## config.mk

```make
export PLATFORM = sky130hd
export DESIGN_NAME = flow_pulse_plausibility_monitor
export DESIGN_NICKNAME = d
export VERILOG_FILES = /design/src/fppm_pkg.sv /design/src/fppm_csr_regs.sv /design/src/fppm_tick_logic.sv /design/src/flow_pulse_plausibility_monitor.sv
export SDC_FILE = /design/constraint.sdc
export NUM_CORES = 1
export LEC_CHECK = 0
export ABC_AREA = 1
export BUFFER_PORTS_ARGS = -buffer_cell sky130_fd_sc_hd__buf_2
export CAP_MARGIN = 20
export CORE_MARGIN = 1.5
export CORE_UTILIZATION = 55
export CTS_CLUSTER_DIAMETER = 80
export CTS_CLUSTER_SIZE = 25
export DETAILED_ROUTE_END_ITERATION = 8
export PLACE_DENSITY = 0.76
export SLEW_MARGIN = 10
export SYNTH_ARGS = -nofsm -noshare
export SYNTH_HDL_FRONTEND = slang
export SYNTH_SLANG_ARGS = --single-unit
export TNS_END_PERCENT = 100
```

## constraint.sdc

```tcl
create_clock -name clock -period 10.1 [get_ports clock]
set_clock_uncertainty 0.1 [all_clocks]
set_input_delay 1.515 -clock clock [delete_from_list [all_inputs] [get_ports clock]]
set_output_delay 1.515 -clock clock [all_outputs]
set_load 0.005 [all_outputs]
```

## src/fppm_pkg.sv

```systemverilog
// Shared types and constants of the flow pulse plausibility monitor.
package fppm_pkg;

   localparam int unsigned TIME_W      = 32;
   localparam int unsigned FLOW_W      = 20;
   localparam int unsigned COUNT_W     = 8;
   localparam int unsigned CSR_INDEX_W = 2;
   localparam int unsigned CSR_DATA_W  = 32;
   localparam int unsigned REQ_DATA_W  = 88;
   localparam int unsigned RSP_DATA_W  = 16;

   // Register indexes on the configuration port.
   localparam logic [CSR_INDEX_W-1:0] CSR_TIMEOUT_MS   = 2'd0;
   localparam logic [CSR_INDEX_W-1:0] CSR_MAX_FLOW     = 2'd1;
   localparam logic [CSR_INDEX_W-1:0] CSR_FAULT_THRESH = 2'd2;

   localparam logic [TIME_W-1:0]  TIMEOUT_RESET  = 32'd10000;
   localparam logic [FLOW_W-1:0]  MAX_FLOW_RESET = 20'hFFFFF;
   localparam logic [COUNT_W-1:0] THRESH_RESET   = 8'd3;
   localparam logic [COUNT_W-1:0] COUNT_MAX      = 8'hFF;

   typedef enum logic [1:0] {
      CAUSE_NONE       = 2'd0,
      CAUSE_OVER_RATE  = 2'd1,
      CAUSE_INACTIVITY = 2'd2
   } cause_type;

   typedef struct packed {
      logic [TIME_W-1:0]  timeout_ms;
      logic [FLOW_W-1:0]  max_flow;
      logic [COUNT_W-1:0] fault_count_threshold;
   } cfg_type;

   typedef struct packed {
      logic               level;
      logic [TIME_W-1:0]  last_edge_ms;
      logic               fault;
      cause_type          kind;
      logic [COUNT_W-1:0] count;
   } state_type;

   typedef struct packed {
      logic               pulse_level;
      logic [TIME_W-1:0]  now_ms;
      logic [FLOW_W-1:0]  flow_value;
      logic [TIME_W-1:0]  flow_active_since_ms;
   } item_type;

endpackage

```

## src/fppm_csr_regs.sv

```systemverilog
// Configuration registers of the monitor, written through the csr channel.
module fppm_csr_regs (
   input  logic                              clock,
   input  logic                              reset,
   input  logic                              csr_valid,
   output logic                              csr_ready,
   input  logic [fppm_pkg::CSR_INDEX_W-1:0]  csr_index,
   input  logic [fppm_pkg::CSR_DATA_W-1:0]   csr_data,
   output fppm_pkg::cfg_type                 cfg
);
   import fppm_pkg::*;

   cfg_type cfg_ff, cfg_in;

   assign csr_ready = 1'b1;
   assign cfg       = cfg_ff;

   always_comb begin
      cfg_in = cfg_ff;
      if (csr_valid) begin
         unique case (csr_index)
            CSR_TIMEOUT_MS:   cfg_in.timeout_ms = csr_data;
            CSR_MAX_FLOW:     cfg_in.max_flow = csr_data[FLOW_W-1:0];
            CSR_FAULT_THRESH: cfg_in.fault_count_threshold = csr_data[COUNT_W-1:0];
            default:          cfg_in = cfg_ff;
         endcase
      end
   end

   always_ff @(posedge clock) begin
      if (reset) begin
         cfg_ff.timeout_ms            <= TIMEOUT_RESET;
         cfg_ff.max_flow              <= MAX_FLOW_RESET;
         cfg_ff.fault_count_threshold <= THRESH_RESET;
      end else begin
         cfg_ff <= cfg_in;
      end
   end

endmodule

```

## src/fppm_tick_logic.sv

```systemverilog
// Next-state logic for one tick: edge tracking, over-rate and inactivity checks.
module fppm_tick_logic (
   input  fppm_pkg::item_type  item,
   input  fppm_pkg::cfg_type   cfg,
   input  fppm_pkg::state_type state_cur,
   output fppm_pkg::state_type state_next,
   output logic                edge_seen
);
   import fppm_pkg::*;

   logic              over_rate;
   logic [TIME_W-1:0] from_ms;
   logic [TIME_W-1:0] elapsed_ms;
   logic [TIME_W-1:0] edge_ms;
   logic              fault_mid;

   always_comb begin
      edge_seen  = item.pulse_level != state_cur.level;
      over_rate  = item.flow_value > cfg.max_flow;
      edge_ms    = edge_seen ? item.now_ms : state_cur.last_edge_ms;
      // Plain unsigned pick of the later start time; only the difference wraps.
      from_ms    = (item.flow_active_since_ms < edge_ms) ? edge_ms
                                                         : item.flow_active_since_ms;
      elapsed_ms = item.now_ms - from_ms;

      state_next              = state_cur;
      state_next.level        = item.pulse_level;
      state_next.last_edge_ms = edge_ms;

      fault_mid = state_cur.fault;
      if (edge_seen && !state_cur.fault && over_rate) begin
         fault_mid             = 1'b1;
         state_next.fault      = 1'b1;
         state_next.kind       = CAUSE_OVER_RATE;
      end

      if (!fault_mid && (item.flow_value != '0)) begin
         if (elapsed_ms > cfg.timeout_ms) begin
            if (state_cur.count != COUNT_MAX) begin
               state_next.count = state_cur.count + 1'b1;
            end
            if (state_next.count >= cfg.fault_count_threshold) begin
               state_next.fault = 1'b1;
               state_next.kind  = CAUSE_INACTIVITY;
            end
         end else begin
            state_next.count = '0;
         end
      end
   end

endmodule

```

## src/flow_pulse_plausibility_monitor.sv

```systemverilog
// Flow pulse plausibility monitor: request register, tick logic, state and response register.
// A request is held in the request register until its tick passes into the response register,
// which drives rsp_tvalid. Throughput: one request per cycle while the response register is
// empty or taken; the tick state is updated in one step between the two registers.
// Reset clears the tick state and both valid flags and loads the register defaults;
// configuration writes take effect on the next tick.
module flow_pulse_plausibility_monitor (
   input  logic                              clock,
   input  logic                              reset,
   input  logic                              req_tvalid,
   output logic                              req_tready,
   // pulse_level[0], now_ms[32:1], flow_value[52:33], flow_active_since_ms[84:53], zeros
   input  logic [fppm_pkg::REQ_DATA_W-1:0]   req_tdata,
   output logic                              rsp_tvalid,
   input  logic                              rsp_tready,
   // published_level[0], edge_seen[1], fault_latched[2], fault_cause[4:3],
   // inactivity_count[12:5], zeros
   output logic [fppm_pkg::RSP_DATA_W-1:0]   rsp_tdata,
   input  logic                              csr_valid,
   output logic                              csr_ready,
   input  logic [fppm_pkg::CSR_INDEX_W-1:0]  csr_index,
   input  logic [fppm_pkg::CSR_DATA_W-1:0]   csr_data
);
   import fppm_pkg::*;

   cfg_type   cfg;
   item_type  item_ff, item_in;
   logic      in_valid_ff, in_valid_in;
   state_type state_ff, state_in, state_next;
   logic      edge_seen;
   logic      rsp_valid_ff, rsp_valid_in;
   logic [RSP_DATA_W-1:0] rsp_data_ff, rsp_data_in;
   logic      advance;
   logic      req_take;

   fppm_csr_regs u_csr (
      .clock     (clock),
      .reset     (reset),
      .csr_valid (csr_valid),
      .csr_ready (csr_ready),
      .csr_index (csr_index),
      .csr_data  (csr_data),
      .cfg       (cfg)
   );

   fppm_tick_logic u_tick (
      .item       (item_ff),
      .cfg        (cfg),
      .state_cur  (state_ff),
      .state_next (state_next),
      .edge_seen  (edge_seen)
   );

   assign advance    = in_valid_ff && (!rsp_valid_ff || rsp_tready);
   assign req_tready = !in_valid_ff || advance;
   assign req_take   = req_tvalid && req_tready;
   assign rsp_tvalid = rsp_valid_ff;
   assign rsp_tdata  = rsp_data_ff;

   always_comb begin
      item_in.pulse_level          = req_tdata[0];
      item_in.now_ms               = req_tdata[32:1];
      item_in.flow_value           = req_tdata[52:33];
      item_in.flow_active_since_ms = req_tdata[84:53];

      in_valid_in = req_take ? 1'b1 : (advance ? 1'b0 : in_valid_ff);
      state_in    = advance ? state_next : state_ff;

      if (advance) begin
         rsp_valid_in = 1'b1;
      end else if (rsp_tready) begin
         rsp_valid_in = 1'b0;
      end else begin
         rsp_valid_in = rsp_valid_ff;
      end

      rsp_data_in = advance ? {3'b000, state_next.count, state_next.kind,
                               state_next.fault, edge_seen, state_next.level}
                            : rsp_data_ff;
   end

   always_ff @(posedge clock) begin
      if (reset) begin
         in_valid_ff  <= 1'b0;
         rsp_valid_ff <= 1'b0;
         state_ff     <= '0;
      end else begin
         in_valid_ff  <= in_valid_in;
         rsp_valid_ff <= rsp_valid_in;
         state_ff     <= state_in;
      end
   end

   always_ff @(posedge clock) begin
      if (req_take) begin
         item_ff <= item_in;
      end
      rsp_data_ff <= rsp_data_in;
   end

   // A fault cause is recorded exactly when the fault is latched.
   assert property (@(posedge clock) disable iff (reset)
      state_ff.fault == (state_ff.kind != CAUSE_NONE))
      else $error("fault flag and cause disagree");

   // Once latched, the fault stays until reset.
   assert property (@(posedge clock) disable iff (reset)
      state_ff.fault |=> state_ff.fault)
      else $error("latched fault cleared");

   // Tick state only moves when a request passes into the response register.
   assert property (@(posedge clock) disable iff (reset)
      !advance |=> $stable(state_ff))
      else $error("tick state changed without a request");

   // The request side only stalls while a request is held behind a full response.
   assert property (@(posedge clock) disable iff (reset)
      !req_tready |-> (in_valid_ff && rsp_valid_ff && !rsp_tready))
      else $error("request side stalled without cause");

endmodule
```

Word-level counts from Yosys, hierarchy flattened
Index checks and enable logic that the tools add are counted.

$add $sub $neg: 2. Magnitude comparators: 4. Equal/unequal tests: 4. Mux-type cells: 15. Reductions and logical operators: 18.

Operators by type and width (count): 32-bit 2-to-1 mux (2); 32-bit greater-than comparator (1); 32-bit < comparator (1); 8-bit 2-to-1 mux (4); 32-bit subtractor (1); 20-bit greater-than comparator (1); 20-bit nonzero test (1); 11-bit 2-to-1 mux (1); 3-bit 2-to-1 mux (3); 8-bit by 1-bit adder with 8-bit output, second input constant (1); 8-bit greater-or-equal comparator (1); 8-bit != test, second input constant (1); 2-bit AND reduction (3); 1-bit logical AND (5); 1-bit 2-to-1 mux (5); 1-bit zero test (4); 2-bit nonzero test (2); 2-bit by 1-bit equality test with 1-bit output, second input constant (1); 2-bit equality test, second input constant (1); 2-bit zero test (1); 1-bit logical OR (2); 1-bit != test (1).

Flip-flop bits (word level): 204. Output and inout bits: 19. Logic and storage cells: 58.

Longest topological paths before layout
Depth in word-level cells: 12. Gate-level depth with buffers: 51.

Modules after synthesis
Synthesis repeated with hierarchy kept, for this count alone.

Cells, all modules: 1594. Area total of the unflattened synthesis: 12722.2 µm².

Modules (own cells, without submodules): fppm_tick_logic (instances 1, cells each 849, area each 5188.7 µm²); flow_pulse_plausibility_monitor (instances 1, cells each 402, area each 5001.0 µm²); fppm_csr_regs (instances 1, cells each 343, area each 2532.4 µm²).

Least setup slack after synthesis
OpenSTA, ideal clock, no wires.

Path type: register to register. From: register item_ff[84] in the netlist's numbering. To: register rsp_data_ff[3] (netlist: rsp_tdata[3]), data pin. Data arrival time: 5.735 ns. Path slack: 4.014 ns. Cell stages (with the launch flop): 37. Buffers on the path: 2. Cell sequence: edfxtp_1 inv_1 nand2_1 nand2_2 buf_2 buf_2 mux2i_1 ha_1 a21oi_1 o21ai_0 nand2_1 o211ai_1 a21oi_1 nand2_4 nand2_1 o21ai_0 ha_1 fa_1 nor4_1 nor2_1 o21ai_0 a21oi_1 o21ai_0 a21oi_1 xnor2_1 ha_1 nand2_1 o21ai_0 nand2_1 o211ai_1 a21oi_1 nand2_1 nand2_1 nor2_4 nand2_1 nand2_1 inv_1.

RTL lines: start: declaration (RTL line flow_pulse_plausibility_monitor.sv:27) `item_type item_ff, item_in;`; start signal: assignment (RTL line flow_pulse_plausibility_monitor.sv:96) `item_ff <= item_in;`; end signal: assignment (RTL line flow_pulse_plausibility_monitor.sv:98) `rsp_data_ff <= rsp_data_in;`; end: declaration (RTL line flow_pulse_plausibility_monitor.sv:32) `logic [RSP_DATA_W-1:0] rsp_data_ff, rsp_data_in;`.

==> summary.txt <==
Run status
  – Result of the run: finished, final reports clean

Critical path
  – Capture point of the critical path: rsp_tdata[3]$_DFFE_PP_
  – Critical path data arrival time: around 8000 ps
  – Reg-to-Reg End: rsp_tdata[3]$_DFFE_PP_
  – Launching point of the worst reg2reg path: item_ff[84]$_DFFE_PP_
  – Worst setup EP type: flop
  – Type of origin of the critical path: flop
  – Slowest-stage cell, CP: nand2_2
  – Number of cells traversed by the worst register-to-register path: 35
  – R2R Setup Slk: about 2200 ps
  – Critical Path Source: item_ff[84]$_DFFE_PP_
  – CP peak stage delay: approximately 630 ps
  – Type of the worst setup path: flop to flop
  – CP required: just over 10000 ps
  – Largest fanout of any net on the critical path: 34
  – Most Frequent Cell on Critical Path: nand2_1

Clocking
  – Maximum number of buffers from clock root to sink: 3
  – TritonCTS Sinks: 204
  – Clock-pin slew on the worst setup and hold paths: around 90 ps
  – Number of CTS-inserted buffers: 13
  – Number of cells upsized or downsized after cts: 0
  – Setup fix buffers added after clock tree synthesis: 0
  – H-tree depth: 1
  – CTS tree: yes
  – Clock Tree Root: clkbuf_16
  – Hold-fix buffers at CTS: 0
  – Clock latency at the later pin of the worst-skew pair: ~480 ps

Final layout
  – Number of nets in the final layout: about 1700
  – Area added between synthesis and finish: 11.4%
  – # diodes: 0
  – Layout cells sized above 1: between 10% and 20%

STA
  – Period Utilization, post-route: around 78%
  – Final Critical Period: between 7000 and 8000 ps
  – Final setup violating endpoints: 0
  – Fmax: 0.127 GHz
  – Hold violation total from the final report: 0
  – Slew margin rel.: between 40% and 50%
  – Count of final max-slew check failures: 0
  – Worst Max-Slew Pin Slew: 863 ps
  – Setup TNS: 0 ps
  – Unrepaired setup endpoints after global routing: false

Logic synthesis
  – YS warnings: 0
  – Most common flop cell mapped by yosys: dfxtp_1
  – XOR/XNOR share of the synthesized area: about 2.2%
  – Mapped Area: 11700 sq um
  – Sequential cell area fraction in the yosys report: a little over two fifths
  – Cell taking the most area after synthesis: edfxtp_1
  – Unique cell type count in the Yosys netlist: 48
  – Average cell area after synthesis: 8.70 sq um
  – Dominant combinational cell family by area after synthesis: compound AO/OA/AOI/OAI gates
  – Area share of the largest cell type after synthesis: about a quarter
  – Async set or reset register ratio after synthesis: 0%
  – Area share of fa/ha/maj cells after synthesis: a little over an eighth
  – Number of enable-type register cells in the synthesized netlist: between 90 and 100
  – Number of register bits inferred by synthesis: 204
  – Multiplexer share of the synthesized area: 2.14%
  – Most area-consuming cells after synthesis: edfxtp_1, dfxtp_1, ha_1
  – Post-synthesis cell count: 1343
  – Simple-gate share of the synthesized area: approximately 15%
  – Post-synthesis compound-gate area fraction: 16.6%

Global routing
  – Total routing usage reported by global routing: a little under a quarter
  – Number of antenna violations at the first check in global routing: 0
  – Via count of the first global-routing pass: between 8000 and 9000
  – Global-route congestion overflow total: 0
  – Wire length of the first global-routing pass: 41400 microns
  – Pin count of the biggest net entering global routing: 61

Floorplanning
  – Starting density of the core: 55.7%
  – I/O pin total: roughly 150
  – Horizontal die dimension: between 100 and 150 microns
  – Die area: between 20000 and 25000 sq um
  – Row cnt: 53
  – Floorplan core area: between 20000 and 25000 sq um
  – Chip height: 149 microns

Drt
  – Number of nets still failing antenna checks after routing: 0
  – Total routed wire length on the met1 layer: about 12000 microns
  – Met2 wirelength from detailed routing: between 10000 and 15000 microns
  – Detailed route wirelength on metal3: ~1200 microns
  – Post-detailed-route via-to-cell ratio: between 5 and 6
  – Via count: about 9500
  – Detailed-router iteration count before antenna repair: 5
  – Number of design rule violations left after detail routing: 0
  – Top metal layer carrying routed signals: met4
  – Wire length reported by the detailed router: between 20000 and 30000 microns
  – Starting DRC count in detailed routing: about 440
  – Per-cell routed wire length: between 10 and 15 microns

Placement
  – Count of buffers inserted at the top-level ports: between 100 and 150
  – HPWL Detailed: between 15000 and 20000 microns
  – Final weighted congestion in routability-driven placement: 0.878

Hold path
  – Worst hold path class: flop to flop

Pwr
  – Overall power: 2290 uW
  – Static leakage power: 0.00604 uW
  – Power density relative to cell area: between 150 and 200 nW/um^2
  – Worst vdd rail ir drop: approximately 230 uV

Job
  – Number of maximum-capacitance constraint violations: 0
power by group:
part           internal (uW)  switching [uW]  total [uW]  leakage [uW]
logic                    304             486         790       0.00400
clock network            275             276         551      0.000206
registers                926            26.7         953       0.00183
total                   1500             789        2290       0.00604
cells in the mapped netlist, types with 2 or more instances:
cell and instances:
nor3_1 14, buf_2 6, a21oi_1 137, o21bai_1 2, dfxtp_1 106, nor2_1 46
conb_1 2, o21ai_1 8, inv_1 174, buf_6 2, nand2_2 24, and3_1 2
o21ai_0 85, edfxtp_1 98, a31oi_1 3, buf_4 4, nand4_1 12, nand3_1 38
xor2_1 18, inv_2 2, nand2_1 256, nor4_1 11, a211oi_1 2, o211ai_1 61
ha_1 121, o21ai_2 19, xnor2_1 11, nand3b_1 2, o221ai_1 2, mux2i_1 25
clkbuf_1 30, o21a_1 4
flip-flops by register name, summed over array words and instances (netlist names):
register / cells
in_valid_ff: 1
item_ff: 85
rsp_tdata: 13
rsp_tvalid: 1
state_ff: 44
u_csr.cfg: 60
per-layer routing:
layer	vias to the layer above	global-route usage, %
met3	48	2.91
met4	0	7.03
li1	4845	-
met1	4369	30.6
met5	-	0
met2	247	39.3
cell type report:
class,instances,area [sq um]
well taps,275,344
fillers,1832,7950
clock buffers,18,385
clock inverters,3,31.3
repair buffers,146,771
flip-flops and latches,204,5060
multi-input cells,920,5740
inverters,177,666
worst min-delay path by stage:
stage / start / end / slack [ps] / cells past startpoint
global placement: u_csr.cfg[6]$_SDFFE_PP0P_ / u_csr.cfg[6]$_SDFFE_PP0P_ / 350 / 2
floorplan: u_csr.cfg[2]$_SDFFE_PP0P_ / u_csr.cfg[2]$_SDFFE_PP0P_ / 340 / 2
global route: u_csr.cfg[55]$_SDFFE_PP0P_ / u_csr.cfg[55]$_SDFFE_PP0P_ / 390 / 2
CTS: u_csr.cfg[29]$_SDFFE_PP0P_ / u_csr.cfg[29]$_SDFFE_PP0P_ / 370 / 2
detailed placement: u_csr.cfg[29]$_SDFFE_PP0P_ / u_csr.cfg[29]$_SDFFE_PP0P_ / 360 / 2
finish: u_csr.cfg[29]$_SDFFE_PP0P_ / u_csr.cfg[29]$_SDFFE_PP0P_ / 370 / 2
kinds of logic after synthesis:
family | Yosys count
and+or+nand+nor | 410
other | 2
adders and majority gates | 122
buffers and inverters | 221
xor gates and xnor gates | 29
muxes | 25
DFF | 204
AOI/OAI and AO/OA | 330
worst max-delay path, delay by kind of cell, from the launching register on:
family	cells	cell delay (ps)
AO/OA/AOI/OAI	6	1020
adder cells (fa/ha/maj)	3	980
buffers and inverters	6	1380
multiplexers	1	340
XOR/XNOR	1	180
flip-flops	1	440
AND/OR/NAND/NOR	18	3130
through the flow:
stage	std cells	setup WS, ps	hold WS, ps	utilization [%]	instance area, sq um
4_1_cts	1742	2330	371	61.9	13000
5_1_grt	1743	1650	395	62.1	13000
6_report	1743	2240	369	62.1	13000
3_3_place_gp	1721	2480	351	59.9	12600
3_5_place_dp	1721	2330	357	59.9	12600
2_1_floorplan	1345	4010	335	-	11700
cells in the final DEF (no fill, tap or decap), types with 14 or more instances in the layout:
cell,instances
nor2_1,46
mux2i_1,25
buf_2,138
xor2_1,18
o21ai_0,85
a21oi_1,137
nand3_1,38
nand2_2,24
clkbuf_16,14
nand2_1,256
edfxtp_1,98
inv_1,171
dfxtp_1,106
nor3_1,14
o21ai_2,19
o211ai_1,61
ha_1,121
Note: power is estimated with default switching activity, not from simulation.
